$ cat config.mk
export PLATFORM = sky130hd
export DESIGN_NAME = rra_mul
export DESIGN_NICKNAME = d
export VERILOG_FILES = /design/src/sv/rra_pkg.sv /design/src/sv/rra_mul.sv
export SDC_FILE = /design/constraint.sdc
export NUM_CORES = 2
export LEC_CHECK = 0
export BUFFER_PORTS_ARGS = -buffer_cell sky130_fd_sc_hd__buf_2
export CORE_ASPECT_RATIO = 2
export CORE_MARGIN = 2
export CORE_UTILIZATION = 56
export CTS_BUF_LIST = sky130_fd_sc_hd__clkbuf_4
export DETAILED_ROUTE_END_ITERATION = 16
export GPL_ROUTABILITY_DRIVEN = 0
export PLACE_DENSITY = 0.81
export SYNTH_ARGS = -nofsm -noshare
export SYNTH_HDL_FRONTEND = slang
export SYNTH_SLANG_ARGS = --single-unit
$ cat constraint.sdc
create_clock -name clk -period 13.8 [get_ports clk]
set_input_delay 1.38 -clock clk [delete_from_list [all_inputs] [get_ports clk]]
set_output_delay 1.38 -clock clk [all_outputs]
set_load 0.005 [all_outputs]
$ cat src/sv/rra_pkg.sv
// ----------------------------------------------------------------------------
// rra_pkg: shared types and constants
// Sequencer states, codes and default sizes of the rotation align block.
// ----------------------------------------------------------------------------
package rra_pkg;

  localparam int DEF_MAX_PAIRS  = 4096;
  localparam int DEF_COORD_BITS = 24;

  localparam int PT_W   = 24;   // coordinate width on the bus
  localparam int ROT_W  = 18;   // Q1.16 rotation width
  localparam int MUL_W  = 33;   // shared multiplier operand width
  localparam int SUM_W  = 64;
  localparam int NUM_W  = 48;   // divider numerator width
  localparam int ROOT_W = 32;
  localparam int QUO_W  = 17;

  localparam logic signed [ROT_W-1:0] COS_ONE = 18'sd65536;

  localparam logic CMD_ACCUM = 1'b0;
  localparam logic CMD_APPLY = 1'b1;
  localparam logic KIND_ROT  = 1'b0;
  localparam logic KIND_PT   = 1'b1;

  typedef enum logic [4:0] {
    ST_IDLE, ST_A0, ST_A1, ST_A2, ST_A3, ST_A4, ST_LAST, ST_NORM,
    ST_SQ0, ST_SQ1, ST_SQ2, ST_ROOT, ST_DIVC, ST_DIVCW, ST_DIVS, ST_DIVSW,
    ST_P0, ST_P1, ST_P2, ST_P3, ST_P4, ST_P5, ST_EMIT
  } state_t;

endpackage

$ cat src/sv/rra_mul.sv
// ----------------------------------------------------------------------------
// rra_mul: shared registered multiplier
// One signed multiply per cycle with the product registered.
// ----------------------------------------------------------------------------
module rra_mul (
  input  logic                              clk,
  input  logic signed [rra_pkg::MUL_W-1:0]  a,
  input  logic signed [rra_pkg::MUL_W-1:0]  b,
  output logic signed [rra_pkg::SUM_W-1:0]  p
);
  import rra_pkg::*;

  logic signed [2*MUL_W-1:0] full;

  assign full = a * b;

  // Register the product
  always_ff @(posedge clk) begin
    p <= full[SUM_W-1:0];
  end

endmodule

==> impl_metrics.json <==
{
  "tightest_slew_ps": 1070,
  "endpoint_kind": "flop",
  "nets": 5546,
  "grt_pass1_vias": 33500,
  "pre_cts_slack_ps": 4080,
  "core_area_sq_mm": 0.0698,
  "rsz0062_at_grt": "no",
  "die-area_sq_mm": 0.0729,
  "hold_path_depth": 2,
  "worstSetupPathType": "in -> reg",
  "grt_usage": 0.343,
  "layout.cells.non_filler": 5055,
  "hold_viol": 0,
  "crit_required_ps": 14250,
  "synth.avg_cell_area_sq_um": 9.40,
  "post_cts_buffers": 0,
  "worstPathArrival_ps": 9770,
  "synth_edf_count": 0,
  "synth_warnings": 0,
  "drc_errors": 0,
  "synth_nets": 5611,
  "path_clk_slew_ps": 140,
  "num_vias": 29300,
  "die_h_um": 380,
  "startpoint_type": "primary input",
  "post_cts_resized": 0,
  "io_pins": 131,
  "seq_area_frac_synth": 0.0324,
  "setup_viol": 0,
  "cts_buffers": 9,
  "hold_slack_ps": 1410,
  "wl_um": 117000,
  "largestRegisters": "p (64)",
  "antenna_left": 0,
  "async_reset_ff_frac": 0,
  "maxSlewViolCount": 0,
  "netlist_area_sq_mm": 0.0395,
  "relSlewSlack": 0.287,
  "ys_ff_latch": 64,
  "root_buffer": "clkbuf_4",
  "syn_inst": 4207,
  "drt-initial-drc-count": 2215,
  "cts_sinks": 64,
  "num_rows": 137,
  "setup_ws_ps": 4480,
  "place_inst": 5034,
  "viasPerCell": 5.79,
  "dp_hpwl_um": 95100,
  "wire_per_inst_um": 23.2,
  "h-tree-depth": 3,
  "io_buffers": 130,
  "min_period_ps": 9320,
  "cap_viol_max_count": 0,
  "fmax_mhz": 107,
  "clk_path_buf_depth": 2,
  "ys_types": 57,
  "cts_hold_buf": 0,
  "finalCritPeriodShare": 0.675,
  "start_util": 0.567,
  "status": "finished, final reports clean",
  "cts_tree": "yes",
  "setup_tns_ps": 0,
  "ys.flop_type": "dfxtp_1",
  "die_w_um": 192,
  "grt_antenna_before_repair": 5,
  "drt_first_pass_iters": 6,
  "hp-class": "in -> reg",
  "grt_pass1_wl_um": 183000,
  "syn_to_final_growth_pct": 3.12,
  "drive_gt1_frac": 0.0405,
  "largest_reg_flops": 64,
  "grt_max_degree": 35,
  "grt-ovfl-total": 0,
  "top_register": "p",
  "critPathMaxFanout": 33
}
-- cell usage after synthesis (12+ instances only) --
cell type | n | area [sq um]
dfxtp_1 | 64 | 1280
fa_1 | 1125 | 22500
nand4_1 | 12 | 75.1
clkbuf_1 | 222 | 833
inv_1 | 1086 | 4080
xor2_1 | 21 | 184
nand2_1 | 547 | 2050
a21o_1 | 18 | 135
ha_1 | 212 | 2650
nor2b_1 | 32 | 200
nor2_1 | 18 | 67.6
o21a_1 | 18 | 135
a21oi_1 | 69 | 345
xnor2_1 | 55 | 482
o21ai_0 | 29 | 145
nand3_1 | 18 | 90.1
and2_1 | 548 | 3430
-- kinds of logic after synthesis --
logic type,count (synthesis),synth area share
compound gates,200,0.0325
xor+xnor,76,0.0168
fa+ha+maj,1337,0.637
buf+inv,1308,0.124
flops,64,0.0324
mux,1,0.000253
simple gates,1221,0.157
-- stage by stage --
step | cell area, sq um | util
after floorplan | 39500 | -
after global placement | 40600 | 0.582
after detailed placement | 40600 | 0.582
after CTS | 40800 | 0.584
after global routing | 40800 | 0.584
final | 40800 | 0.584
-- layout make-up --
| type | count | area [sq um] |
|---|---|---|
| Antenna cell | 6 | 15.0 |
| Clock buffer | 9 | 67.6 |
| Clock inverter | 6 | 85.1 |
| Fill cell | 5873 | 29000 |
| Inverter | 1086 | 4080 |
| Multi-Input combinational cell | 2835 | 33400 |
| Sequential cell | 64 | 1280 |
| Tap cell | 903 | 1130 |
| Timing Repair Buffer | 146 | 771 |
-- worst paths after layout --
check	startpoint	to
setup / recovery	b[0]	p[63]
hold / removal	b[0]	p[0]
-- per-layer routing --
metal	global-route usage	share of wire	vias up	routed length [um]
met3	0.0707	0.071	842	8370
met5	0	0	-	0
met1	0.310	0.26	15100	30600
li1	-	-	11800	-
met2	0.586	0.52	1571	60900
met4	0.388	0.15	0	17600
-- placed cells by master (no fill, tap or decap), drive strengths merged, types with 3 or more instances in the layout --
master / instances
nand2: 547
nor2b: 32
o211ai: 7
and4: 4
dfxtp: 64
nand3: 18
clkbuf: 9
and2: 548
nor4: 4
and3: 6
or3: 4
o31ai: 4
o21bai: 7
nor2: 18
o21a: 18
diode: 6
a21boi: 4
a211oi: 9
buf: 146
nor3: 12
clkinv: 3
a21oi: 70
o21ai: 36
a21o: 18
xor2: 21
xnor2: 55
a31oi: 6
fa: 1125
inv: 1086
ha: 212
nand2b: 9
nand4: 12
-- worst max-delay path: stages --
cell,delay (ps)
buf_2,470
nand2_1,180
inv_1,160
fa_1,490
fa_1,560
fa_1,870
inv_1,240
fa_1,820
inv_1,330
fa_1,550
fa_1,500
fa_1,500
inv_1,50
fa_1,480
inv_1,40
ha_1,340
a21o_1,210
a21o_1,170
a21oi_1,220
nand2_1,80
o31ai_1,530
o211ai_1,210
a21oi_1,210
xnor2_1,140
Power is left out: the tool's default activity adds up to more than one toggle a clock period on the data nets, which glitch-free logic cannot reach.
