===== src/sv/rra_pkg.sv =====
// ----------------------------------------------------------------------------
// rra_pkg: shared types and constants
// Sequencer states, codes and default sizes of the rotation align block.
// ----------------------------------------------------------------------------
package rra_pkg;

  localparam int DEF_MAX_PAIRS  = 4096;
  localparam int DEF_COORD_BITS = 24;

  localparam int PT_W   = 24;   // coordinate width on the bus
  localparam int ROT_W  = 18;   // Q1.16 rotation width
  localparam int MUL_W  = 33;   // shared multiplier operand width
  localparam int SUM_W  = 64;
  localparam int NUM_W  = 48;   // divider numerator width
  localparam int ROOT_W = 32;
  localparam int QUO_W  = 17;

  localparam logic signed [ROT_W-1:0] COS_ONE = 18'sd65536;

  localparam logic CMD_ACCUM = 1'b0;
  localparam logic CMD_APPLY = 1'b1;
  localparam logic KIND_ROT  = 1'b0;
  localparam logic KIND_PT   = 1'b1;

  typedef enum logic [4:0] {
    ST_IDLE, ST_A0, ST_A1, ST_A2, ST_A3, ST_A4, ST_LAST, ST_NORM,
    ST_SQ0, ST_SQ1, ST_SQ2, ST_ROOT, ST_DIVC, ST_DIVCW, ST_DIVS, ST_DIVSW,
    ST_P0, ST_P1, ST_P2, ST_P3, ST_P4, ST_P5, ST_EMIT
  } state_t;

endpackage


===== src/sv/rra_sqrt.sv =====
// ----------------------------------------------------------------------------
// rra_sqrt: iterative integer square root
// One result bit per pair of radicand bits, one step a cycle, 32 steps.
// ----------------------------------------------------------------------------
module rra_sqrt (
  input  logic                        clk,
  input  logic                        rst,
  input  logic                        start,
  input  logic [62:0]                 n,
  output logic                        done,
  output logic [rra_pkg::ROOT_W-1:0]  root
);
  import rra_pkg::*;

  logic [63:0] rem;
  logic [63:0] res;
  logic [63:0] bitv;
  logic        busy;
  logic [63:0] trial;

  assign trial = res + bitv;
  assign root  = res[ROOT_W-1:0];

  // Hold control state
  always_ff @(posedge clk) begin
    if (rst) begin
      busy <= 1'b0;
      done <= 1'b0;
    end else begin
      done <= 1'b0;
      if (start) begin
        busy <= 1'b1;
      end else if (busy && bitv[0]) begin
        busy <= 1'b0;
        done <= 1'b1;
      end
    end
  end

  // Advance one root step
  always_ff @(posedge clk) begin
    if (start) begin
      rem  <= {1'b0, n};
      res  <= '0;
      bitv <= 64'h4000_0000_0000_0000;
    end else if (busy) begin
      if (rem >= trial) begin
        rem <= rem - trial;
        res <= (res >> 1) + bitv;
      end else begin
        res <= res >> 1;
      end
      bitv <= bitv >> 2;
    end
  end

endmodule


===== config.mk =====
export PLATFORM = sky130hd
export DESIGN_NAME = rra_sqrt
export DESIGN_NICKNAME = d
export VERILOG_FILES = /design/src/sv/rra_pkg.sv /design/src/sv/rra_sqrt.sv
export SDC_FILE = /design/constraint.sdc
export NUM_CORES = 1
export LEC_CHECK = 0
export ABC_AREA = 1
export BUFFER_PORTS_ARGS = -buffer_cell sky130_fd_sc_hd__buf_4
export CELL_PAD_IN_SITES_DETAIL_PLACEMENT = 1
export CELL_PAD_IN_SITES_GLOBAL_PLACEMENT = 1
export CORE_ASPECT_RATIO = 1.25
export CORE_MARGIN = 2
export CORE_UTILIZATION = 44
export DETAILED_ROUTE_END_ITERATION = 10
export GPL_ROUTABILITY_DRIVEN = 0
export GPL_TIMING_DRIVEN = 0
export PLACE_DENSITY_LB_ADDON = 0.3
export SLEW_MARGIN = 25
export SYNTH_ARGS = -nofsm -noshare
export SYNTH_HDL_FRONTEND = slang
export SYNTH_SLANG_ARGS = --single-unit
export TNS_END_PERCENT = 100

===== constraint.sdc =====
create_clock -name clk -period 6.95 [get_ports clk]
set_input_delay 1.0425 -clock clk [delete_from_list [all_inputs] [get_ports clk]]
set_output_delay 1.0425 -clock clk [all_outputs]
set_load 0.01 [all_outputs]

==> summary.md <==
| Metric | Value |
|---|---|
| Status | complete, no violations |
| TritonRoute pass-1 iters | 5 |
| Dpl cell area | 21600 µm² |
| Synthesized area | 20100 µm² |
| CP most frequent cell | nand2_1 |
| Finished layout cell area | 22200 µm² |
| Top_reg_cell synth | dfxtp_1 |
| DIE HEIGHT | 243 µm |
| Final Hold Vio Count | 0 |
| Setup CP Type | reg -> reg |
| CTS Sinks | 162 |
| Crit end category | flip-flop |
| Top-count cell post-synth | nand2_1 |
| Vias | 24267 |
| Port Buffers | 98 |
| Number of global-route vias before repair | 25404 |
| PD cells | 465 nW/µm² |
| CTS H-tree depth | 4 |
| Die area | 47400 µm² |
| Count of different cell masters after synthesis | 53 |
| Max transition margin | 27.8% |
| Worst-skew pair later-pin latency | 490 ps |
| Max-cap violations | 0 |
| Layout cells sized above 1 | 6.79% |
| Syn Nets | 3761 |
| Synth cell count leaders | nand2_1 (1218), inv_1 (476), nor2_1 (443) |
| Synth area leaders | nand2_1 (23%), dfxtp_1 (9.9%), edfxtp_1 (9.4%) |
| Worst Hold End | bitv[60]$_SDFFE_PP0P_ |
| Sum Neg Setup Slack | 0 ps |
| Yosys top cell by area | nand2_1 |
| Seq/Total Area, Yosys | 19.3% |
| Worst r2r src | res[6]$_SDFFE_PP0P_ |
| DR vias/cell | 5.68 |
| Die width | 195 µm |
| Avg WL per Cell | 20.9 µm |
| # setup viols final | 0 |
| Worst r2r dst | rem[30]$_DFFE_PP_ |
| Min-delay src | bitv[62]$_SDFFE_PP1P_ |
| Hold Crit Class | reg -> reg |
| Initial antenna violation count | 0 |
| WHS Path Cells | 2 |
| Hold Buf Count CTS | 0 |
| Crit-path leading delay family | compound AO/OA/AOI/OAI gates |
| Max FO, Critical Path | 44 |
| First-pass GRT wire length | 136000 µm |
| Leakage | 0.0103 µW |
| Cts repair resizes | 0 |
| DR DRC count | 0 |
| Clk pin slew, worst setup/hold paths | 90 ps |
| Slowest cell on the critical path | dfxtp_1 |
| Unrepaired setup endpoints after global routing | no |
| Largest net degree at the start of global routing | 45 |
| Final wirelength | 89400 µm |
| R2r setup slk | 1260 ps |
| WHS | 523 ps |
| CTS tree | built |
| Max stage delay on crit path | 440 ps |
| Final clock skew | 19.5 ps |
| Core Area | 45100 µm² |
| Fin crit share | 81.9% |
| Post-synth EDFFs | 63 |
| Iter 0 DRT Violations | 1470 |
| Crit path DAT | 5870 ps |
| TritonCTS Buffers | 17 |
| GRT overflow | 0 |
| Antenna diode count | 0 |
| Critical Path Start Type | flip-flop |
| Pins Over Slew Limit | 0 |
| Post-DRT Antenna Nets | 0 |
| Number of top-level pins | 99 |
| Worst-case clock buffer depth | 2 |
| Initial Util | 44.5% |
| Flops & latches, synth | 162 |
| Synth warnings | 0 |
| Crit path buf inv count | 2 |
| Syn Area/Cell | 5.63 µm² |
| # rows | 87 |
| Tmin final | 5690 ps |
| Yosys top cell area share | 22.8% |
| CP required | 7130 ps |
| Async set-or-reset flop fraction in the synthesized netlist | 0% |
| Critical path, cell by cell | ha_1 -> nand2_1 -> o21ai_0 -> nor2_1 -> nand2_1 -> o21ai_0 -> o21ai_1 -> nand2_1 -> nand2_1 -> nand3_1 -> nand2_1 -> xor2_1 -> ha_1 -> a21oi_1 -> o21ai_0 -> a21oi_1 -> nand2_1 -> a21oi_4 -> nand2_8 -> nand2_4 -> buf_6 -> nand2_4 -> buf_16 |
| Layout Nets | 3879 |
| Worst vdd ir | 0.263 mV |
| Slew @ Worst Pin | 1070 ps |
| Setup Buffers After CTS | 0 |
| Area Overhead vs Synth | 10.5% |
| Overall global routing resource usage | 37.5% |
| Detailed Place HPWL | 74300 µm |
| Highest Clock Rate | 176 MHz |
| Worst reg2reg path depth | 23 |
| Post-Syn Instances | 3564 |
| Clock root cell | clkbuf_16 |
[worst max path at each step]
stage,end,cells past startpoint,slack [ps],from
after floorplan,rem[0]$_DFFE_PP_,21,1990,res[6]$_SDFFE_PP0P_
after global placement,rem[10]$_DFFE_PP_,22,-350,res[6]$_SDFFE_PP0P_
after detailed placement,rem[8]$_DFFE_PP_,23,1510,res[6]$_SDFFE_PP0P_
after CTS,rem[3]$_DFFE_PP_,23,1490,res[6]$_SDFFE_PP0P_
after global routing,rem[30]$_DFFE_PP_,22,950,res[6]$_SDFFE_PP0P_
final,rem[30]$_DFFE_PP_,23,1260,res[6]$_SDFFE_PP0P_
[where the power goes]
| part | internal (µW) | total (µW) | switching (µW) |
|---|---|---|---|
| Clock | 520 | 1040 | 524 |
| Sequential | 1430 | 1800 | 374 |
| Combinational | 2480 | 7450 | 4980 |
| Total | 4430 | 10300 | 5870 |
[worst min-delay path, delay by kind of cell (launching register included)]
| kind | cells | cell delay, ps |
|---|---|---|
| AOI/OAI and AO/OA | 1 | 60 |
| DFF | 1 | 340 |
| buffers and inverters | 1 | 80 |
[area by class of cell]
type / count / area, µm²
Inverter: 483 / 1810
Multi-Input combinational cell: 2801 / 13700
Tap cell: 578 / 723
Clock buffer: 17 / 425
Sequential cell: 162 / 3870
Fill cell: 6655 / 22900
Buffer: 118 / 653
Timing Repair Buffer: 99 / 763
Clock inverter: 15 / 184
[kinds of logic (layout without fill, tap and decap cells)]
group / count (synthesis) / after routing / share of synthesized area [%]
simple gates: 2094 / 2094 / 43.0
fa+ha+maj: 131 / 131 / 8.20
compound gates: 477 / 477 / 12.9
buf+inv: 601 / 732 / 12.3
xor+xnor: 99 / 99 / 4.32
flops: 162 / 162 / 19.3
[state kept, by name, summed over array words and instances (netlist names)]
signal / flops
done: 1
rem: 64
bitv: 32
res: 64
busy: 1
[cells in the final DEF, fill, tap and decap left out, drive strengths merged, types with 3 or more instances in the layout]
cell type  instances
dfxtp             99
clkbuf            60
nor2             449
o21ai            178
and2               5
o21a               4
or2               16
edfxtp            63
buf              174
clkinv             5
nand3            291
xnor2             46
nand3b            35
o31ai              3
a21boi             3
xor2              53
nand2           1222
a21o              11
nor4               9
a211oi             5
a21oi            230
nand4             30
a31oi             10
nor3              36
o21bai            23
o211ai             5
inv              491
ha               130
[per-layer routing]
metal,up-vias,global-route usage [%],share of wire (%)
met3,360,3.92,4.7
li1,11614,-,-
met2,835,65.0,47
met4,0,31.5,9.4
met1,11458,41.1,39
met5,-,0,0
[metrics by stage]
step,util [%],power (µW),setup slack [ps],instances
after floorplan,-,6690,1990,3564
after global placement,47.8,8720,-352,4240
after detailed placement,47.9,8980,1510,4241
after CTS,49.2,10100,1490,4273
after global routing,49.2,11100,952,4273
final,49.2,10300,1260,4273
Power figures use the tool's default switching activity.
