--- src/sv/rra_pkg.sv ---
// ----------------------------------------------------------------------------
// rra_pkg: shared types and constants
// Sequencer states, codes and default sizes of the rotation align block.
// ----------------------------------------------------------------------------
package rra_pkg;

  localparam int DEF_MAX_PAIRS  = 4096;
  localparam int DEF_COORD_BITS = 24;

  localparam int PT_W   = 24;   // coordinate width on the bus
  localparam int ROT_W  = 18;   // Q1.16 rotation width
  localparam int MUL_W  = 33;   // shared multiplier operand width
  localparam int SUM_W  = 64;
  localparam int NUM_W  = 48;   // divider numerator width
  localparam int ROOT_W = 32;
  localparam int QUO_W  = 17;

  localparam logic signed [ROT_W-1:0] COS_ONE = 18'sd65536;

  localparam logic CMD_ACCUM = 1'b0;
  localparam logic CMD_APPLY = 1'b1;
  localparam logic KIND_ROT  = 1'b0;
  localparam logic KIND_PT   = 1'b1;

  typedef enum logic [4:0] {
    ST_IDLE, ST_A0, ST_A1, ST_A2, ST_A3, ST_A4, ST_LAST, ST_NORM,
    ST_SQ0, ST_SQ1, ST_SQ2, ST_ROOT, ST_DIVC, ST_DIVCW, ST_DIVS, ST_DIVSW,
    ST_P0, ST_P1, ST_P2, ST_P3, ST_P4, ST_P5, ST_EMIT
  } state_t;

endpackage

--- src/sv/rra_div.sv ---
// ----------------------------------------------------------------------------
// rra_div: restoring divider
// One quotient bit a cycle over the 48-bit numerator; quotient below 2^17.
// ----------------------------------------------------------------------------
module rra_div (
  input  logic                        clk,
  input  logic                        rst,
  input  logic                        start,
  input  logic [rra_pkg::NUM_W-1:0]   num,
  input  logic [rra_pkg::ROOT_W-1:0]  den,
  output logic                        done,
  output logic [rra_pkg::QUO_W-1:0]   quo
);
  import rra_pkg::*;

  localparam int CNT_W = $clog2(NUM_W);

  logic [NUM_W-1:0]  num_sh;
  logic [ROOT_W-1:0] rem;
  logic [ROOT_W-1:0] den_q;
  logic [CNT_W-1:0]  cnt;
  logic              busy;
  logic [ROOT_W:0]   rem2;
  logic [ROOT_W:0]   diff;

  assign rem2 = {rem, num_sh[NUM_W-1]};
  assign diff = rem2 - {1'b0, den_q};

  // Hold control state
  always_ff @(posedge clk) begin
    if (rst) begin
      busy <= 1'b0;
      done <= 1'b0;
    end else begin
      done <= 1'b0;
      if (start) begin
        busy <= 1'b1;
      end else if (busy && cnt == CNT_W'(NUM_W - 1)) begin
        busy <= 1'b0;
        done <= 1'b1;
      end
    end
  end

  // Advance one quotient bit
  always_ff @(posedge clk) begin
    if (start) begin
      num_sh <= num;
      den_q  <= den;
      rem    <= '0;
      quo    <= '0;
      cnt    <= '0;
    end else if (busy) begin
      num_sh <= num_sh << 1;
      cnt    <= cnt + 1'b1;
      if (!diff[ROOT_W]) begin
        rem <= diff[ROOT_W-1:0];
        quo <= {quo[QUO_W-2:0], 1'b1};
      end else begin
        rem <= rem2[ROOT_W-1:0];
        quo <= {quo[QUO_W-2:0], 1'b0};
      end
    end
  end

endmodule

--- config.mk ---
export PLATFORM = sky130hd
export DESIGN_NAME = rra_div
export DESIGN_NICKNAME = d
export VERILOG_FILES = /design/src/sv/rra_pkg.sv /design/src/sv/rra_div.sv
export SDC_FILE = /design/constraint.sdc
export NUM_CORES = 1
export LEC_CHECK = 0
export BUFFER_PORTS_ARGS = -buffer_cell sky130_fd_sc_hd__buf_2
export CAP_MARGIN = 10
export CORE_AREA = 5 5 126 128
export CTS_CLUSTER_SIZE = 24
export DETAILED_ROUTE_END_ITERATION = 7
export DIE_AREA = 0 0 131 133
export PLACE_DENSITY = 0.7
export SLEW_MARGIN = 5
export SYNTH_ARGS = -nofsm -noshare
export SYNTH_HDL_FRONTEND = slang
export SYNTH_SLANG_ARGS = --single-unit
export TNS_END_PERCENT = 5
--- constraint.sdc ---
create_clock -name clk -period 3.6 [get_ports clk]
set_input_delay 0.18 -clock clk [delete_from_list [all_inputs] [get_ports clk]]
set_output_delay 0.18 -clock clk [all_outputs]
set_load 0.05 [all_outputs]
==> results.cfg, run 1 <==
[global_route]
grt_pass1_wl_mm = 25.0
grt_antenna_before_repair = 1
grt_overflow = 0
grtUsageTotal_pct = 17.8
grt_pass1_vias = 5302
grt_max_degree = 63

[timing]
hold_ws_ns = 0.0428
clock_skew_ns = 0.00764
max_freq_mhz = 305
totalNegativeSetupSlack_ns = 0
slew_viol_final = 0
timing.final.hold_violations = 0
finalSetupViolCount = 0
fin_crit_ns = 3.28
rsz0062_at_grt = false
finalWorstSetupSlack_ns = 0.319
finalCritPeriodShare_pct = 91.1
relSlewSlack_pct = 33.7
worst_pin_slew_ns = 0.993

[clocking]
clk_pin_slew_ns = 0.06
clock_latency_ns = 0.42
cts_root_buf = clkbuf_16
postCtsHoldBufs = 33
cts.sinks = 137
cts_tree = built
h-tree-depth = 4
post_cts.repair.setup_buffers = 0
numCtsBuffers = 17
clockBufferDepth = 2
cts-resized-gates = 0

[worst_setup_path]
reg2reg_depth = 12
path_class = flip-flop to flip-flop
crit_fanout = 9
r2r_end = rem[0]$_SDFFE_PP0P_
required_ns = 3.93
cp.arrival_ns = 3.61
ff2ff_setup_slack_ns = 0.32
end_kind = flip-flop
r2r-start = num_sh[47]$_DFFE_PP_
critPathLaunchType = flip-flop

[synth]
synth_cell_types = 62
synthesis.area_um2 = 7190
synth_ff_type = edfxtp_1
synthAdderAreaFrac_pct = 6.02
syn_inst = 661
synth-seq-cells = 137
ys_seq_area_share_pct = 49.3
synth_top_area_cell = edfxtp_1
synth.area.mux_share_pct = 13.7
synth_top_family_by_area = multiplexers
synth_xor_xnor_area_share_pct = 3.79
ys_warn_count = 0
synthTopCellsByArea = edfxtp_1 (33%), dfxtp_1 (16%), mux2_2 (7.7%)
synth-simple-area-share_pct = 10.6
synth-compound-area-share_pct = 12.4
yosysTopAreaCellShare_pct = 33.4
synthesis.nets = 778
synth_edf_count = 80
syn_avg_cell_area_um2 = 10.9
async_reset_ff_share_pct = 0

[worst_hold_path]
hp-class = input pin to flip-flop
hold_depth = 2
min_to = num_sh[0]$_SDFFCE_PN0P_
hp-start = num[0]

[die]
die-area_um2 = 17400
boundaryPins = 101
die_w_um = 131
initial_core_util_pct = 48.8
row_count = 45
core_area_um2 = 14800
die_height_um = 133

[drt]
wl_per_cell_um = 15.2
drcViolationCount = 0
drt-pass1-iter-count = 5
drt-initial-drc-count = 328
vias_per_cell = 5.36
antenna_left = 0
dr_total_vias = 5303
drt-total-wl_mm = 15.1

[power]
leakage_nw = 3.58
power_mw = 4.14
powerDensity_nw_per_um2 = 475
vdd_ir_drop_max_mv = 0.345

[cells_and_area]
post-route-util_pct = 59.0
seqCellArea_um2 = 3540
nets = 906
layout-drive-gt1-share_pct = 24.2
antennaDiodeCount = 0
syn2layout_area_growth_pct = 21.0
fillers = 1264
multiInputGateArea_um2 = 3340

[placement]
portBuffers = 100
gp_congestion = 0.912
dp_hpwl_mm = 10.6
dp_slack_ns = 0.326

[status]
status = complete, no violations

[run]
cap_violations = 0
==> routing by layer <==
layer / part of all wire (%) / wire length, um / track usage [%]
met2: 47 / 7110 / 27.9
met5: 0.086 / 13 / 0
met4: 1.8 / 278 / 5.77
met3: 7.4 / 1120 / 6.86
met1: 44 / 6560 / 22.6
==> synthesized netlist by cell type, types with 3 or more instances <==
| cell | instances |
|---|---|
| a211oi_1 | 21 |
| a21o_1 | 8 |
| a21oi_1 | 36 |
| a311oi_1 | 3 |
| a31oi_1 | 3 |
| and3_1 | 7 |
| buf_1 | 5 |
| buf_2 | 4 |
| clkbuf_1 | 18 |
| dfxtp_1 | 57 |
| edfxtp_1 | 80 |
| ha_1 | 33 |
| inv_1 | 40 |
| mux2_2 | 49 |
| mux2i_1 | 42 |
| nand2_1 | 42 |
| nand2b_1 | 8 |
| nand3_1 | 6 |
| nand3b_1 | 5 |
| nand4_1 | 6 |
| nor2_1 | 72 |
| nor2b_1 | 4 |
| nor3_1 | 4 |
| o211ai_1 | 10 |
| o21a_1 | 7 |
| o21ai_0 | 19 |
| o221ai_1 | 3 |
| or3_1 | 3 |
| xnor2_1 | 16 |
| xor2_1 | 12 |
==> flip-flops by register name, indices dropped and copies added, names as in the netlist <==
signal and cells:
quo 17, busy 1, cnt 6, rem 32, den_q 32, done 1, num_sh 48
==> kinds of logic after synthesis <==
group / after synthesis
AOI/OAI and AO/OA: 132
muxes: 92
adders and majority gates: 34
DFF: 137
xor gates and xnor gates: 29
and+or+nand+nor: 166
buffers and inverters: 71
==> report_power, final <==
part,internal [mW],leakage [nW],switching (mW)
clock,0.887,0.251,0.683
combinational,0.340,2.07,0.377
sequential,1.79,1.26,0.0570
==> placed cells by master (no fill, tap or decap), types with 4 or more instances in the layout <==
cell type / n
mux2_2: 49
nand3_1: 6
nand2b_1: 8
o21a_1: 7
buf_4: 7
mux2i_1: 42
and3_1: 7
ha_1: 33
nor2_1: 72
nand2_1: 42
nand4_1: 6
a21o_1: 8
clkinv_4: 4
a211oi_1: 21
clkbuf_16: 17
o21ai_0: 19
dfxtp_1: 56
inv_1: 39
nor2b_1: 4
a21oi_1: 36
xor2_1: 12
nor3_1: 4
edfxtp_1: 80
o211ai_1: 10
dlygate4sd3_1: 33
buf_2: 99
nand3b_1: 5
xnor2_1: 16
==> area by class of cell <==
type,count,share of cell area [%]
Sequential cell,137,40.7
Multi-Input combinational cell,453,38.4
Timing Repair Buffer,140,10.3
Clock buffer,20,5.02
Tap cell,188,2.70
Inverter,40,1.73
Clock inverter,12,1.08
==> critical path, cell delays in order (launching register included) <==
cell      delay [ns]
edfxtp_1        0.32
inv_1           0.05
ha_1            0.22
fa_1            0.42
nor2b_1         0.18
o31ai_1         0.12
a31o_1          0.30
a211oi_2        0.27
a221o_2         0.25
xor2_4          0.33
buf_4           0.21
mux2_1          0.31
a211oi_1        0.22
==> worst max path at each step <==
stage | startpoint | endpoint
after floorplan | den_q[0]$_DFFE_PP_ | rem[0]$_SDFFE_PP0P_
after global placement | num_sh[47]$_DFFE_PP_ | rem[0]$_SDFFE_PP0P_
after detailed placement | num_sh[47]$_DFFE_PP_ | rem[0]$_SDFFE_PP0P_
after CTS | num_sh[47]$_DFFE_PP_ | rem[0]$_SDFFE_PP0P_
after global routing | num_sh[47]$_DFFE_PP_ | rem[0]$_SDFFE_PP0P_
final | num_sh[47]$_DFFE_PP_ | rem[0]$_SDFFE_PP0P_
==> per-stage QoR <==
step | std cells | cell area (um2)
finish | 990 | 8700
global route | 990 | 8700
CTS | 990 | 8700
detailed placement | 925 | 7840
global placement | 925 | 7840
floorplan | 661 | 7190
Power figures use the tool's default switching activity.
==> inputs of run 2 (changes only) <==
Settings changed: BUFFER_PORTS_ARGS -buffer_cell sky130_fd_sc_hd__buf_2 to not set, CTS_BUF_LIST set to sky130_fd_sc_hd__clkbuf_8 sky130_fd_sc_hd__clkbuf_16, DONT_BUFFER_PORTS set to 1, PLACE_DENSITY 0.7 to not set.
==> results.cfg, run 2 (same netlist as run 1, synthesis figures left out) <==
[worst_hold_path]
min_to = rem[27]$_SDFFE_PP0P_
hp-class = input pin to flip-flop
hp-start = start
hold_depth = 2

[timing]
hold_ws_ns = 0.0539
rsz0062_at_grt = false
worst_pin_slew_ns = 0.988
finalCritPeriodShare_pct = 91.3
finalWorstSetupSlack_ns = 0.313
finalSetupViolCount = 0
relSlewSlack_pct = 34.0
timing.final.hold_violations = 0
max_freq_mhz = 304
totalNegativeSetupSlack_ns = 0
clock_skew_ns = 0.0251
slew_viol_final = 0
fin_crit_ns = 3.29

[cells_and_area]
regMostFlops = num_sh
post-route-util_pct = 59.4
final_common_cell = dlygate4sd3_1
mostFrequentLayoutCells = dlygate4sd3_1 (83), edfxtp_1 (80), nor2_1 (72)
reg_top3 = num_sh x48, den_q x32, rem x32
antennaDiodeCount = 0
seqCellArea_um2 = 3540
syn2layout_area_growth_pct = 21.8
finalInstanceArea_um2 = 8760
largest_reg_flops = 48
fillers = 1230
multiInputGateArea_um2 = 3340
layout-drive-gt1-share_pct = 12.4
nets = 854

[clocking]
cts_root_buf = clkbuf_16
numCtsBuffers = 17
clockBufferDepth = 2
cts_tree = built
clk_pin_slew_ns = 0.06
clock_latency_ns = 0.44
cts-resized-gates = 0
cts.sinks = 137
h-tree-depth = 4

[die]
core_area_um2 = 14800
boundaryPins = 101
initial_core_util_pct = 48.8
die_w_um = 131
row_count = 45
die_height_um = 133
die-area_um2 = 17400

[power]
vdd_ir_drop_max_mv = 0.425
powerDensity_nw_per_um2 = 492
leakage_nw = 3.41

[global_route]
grtUsageTotal_pct = 18.1
grt_pass1_wl_mm = 25.1
grt_antenna_before_repair = 0
grt_overflow = 0
grt_max_degree = 116
grt_pass1_vias = 5204

[worst_setup_path]
r2r_end = rem[30]$_SDFFE_PP0P_
reg2reg_depth = 12
end_kind = flip-flop
crit_fanout = 14
ff2ff_setup_slack_ns = 0.31
path_class = flip-flop to flip-flop
critPathLaunchType = flip-flop
r2r-start = num_sh[47]$_DFFE_PP_
cp.arrival_ns = 3.63
required_ns = 3.95

[drt]
drt-initial-drc-count = 336
wl_per_cell_um = 16.4
vias_per_cell = 5.45
dr_total_vias = 5116
drt-total-wl_mm = 15.3
antenna_left = 0
drt-pass1-iter-count = 5
drcViolationCount = 0

[placement]
dpl_cell_area_um2 = 7320
dp_slack_ns = 0.332
gp_congestion = 0.879
dp_hpwl_mm = 9.87
portBuffers = 0

[run]
cap_violations = 0

[status]
status = complete, no violations
==> run 2: cell types whose count changed in the layout (fill, tap and decap cells not counted), sizes merged <==
| cell | change |
|---|---|
| clkinv | -2 |
| clkinvlp | -1 |
| buf | -102 |
| bufinv | +2 |
| clkbuf | -2 |
| dlygate4sd3 | +50 |
| inv | +3 |
==> run 2: worst max-delay path by stage <==
stage                    startpoint                    to  cells past startpoint
5_1_grt        num_sh[47]$_DFFE_PP_  rem[30]$_SDFFE_PP0P_                     12
3_3_place_gp   num_sh[47]$_DFFE_PP_  rem[30]$_SDFFE_PP0P_                     12
2_1_floorplan    den_q[0]$_DFFE_PP_   rem[0]$_SDFFE_PP0P_                     10
3_5_place_dp   num_sh[47]$_DFFE_PP_  rem[30]$_SDFFE_PP0P_                     12
6_report       num_sh[47]$_DFFE_PP_  rem[30]$_SDFFE_PP0P_                     12
4_1_cts        num_sh[47]$_DFFE_PP_  rem[30]$_SDFFE_PP0P_                     12
==> run 2: cell type report <==
type,instances,share of cell area (%)
Clock buffer,18,5.01
Clock inverter,14,1.68
Inverter,40,1.71
Multi-Input combinational cell,453,38.2
Sequential cell,137,40.5
Tap cell,188,2.68
Timing Repair Buffer,88,10.3
==> run 2: critical path, stage by stage (launching register included) <==
cell and delay [ns]:
edfxtp_1 0.36, inv_1 0.08, ha_1 0.18, fa_1 0.22
nor2b_1 0.07, o31ai_1 0.34, a31o_1 0.32, a211oi_2 0.11
a221o_2 0.39, xor2_4 0.38, buf_4 0.30, mux2_2 0.36
o211ai_1 0.08
==> run 2: repair_timing <==
item,CTS,global route
hold buffers,84,0
setup buffers,0,0
hold endpoints to repair,160,0
==> run 2: report_power, final <==
part	internal, mW	switching, mW	total, mW	leakage (nW)
registers	1.79	0.0611	1.86	1.26
clock network	1.04	0.696	1.74	0.292
logic	0.346	0.372	0.718	1.85
total	3.18	1.13	4.31	3.41
==> run 2: stage by stage <==
step / total power, mW / cells
finish: 4.31 / 938
global route: 4.51 / 938
CTS: 4.35 / 938
detailed placement: 2.50 / 822
global placement: 2.49 / 822
floorplan: 2.40 / 661
==> run 2: routing by layer <==
layer / part of all wire (%) / vias up / track usage, %
met4: 1.8 / 0 / 6.57
met5: 0 / - / 0
met3: 5.7 / 21 / 5.81
met2: 49 / 123 / 29.6
met1: 43 / 2410 / 22.3
li1: - / 2562 / -
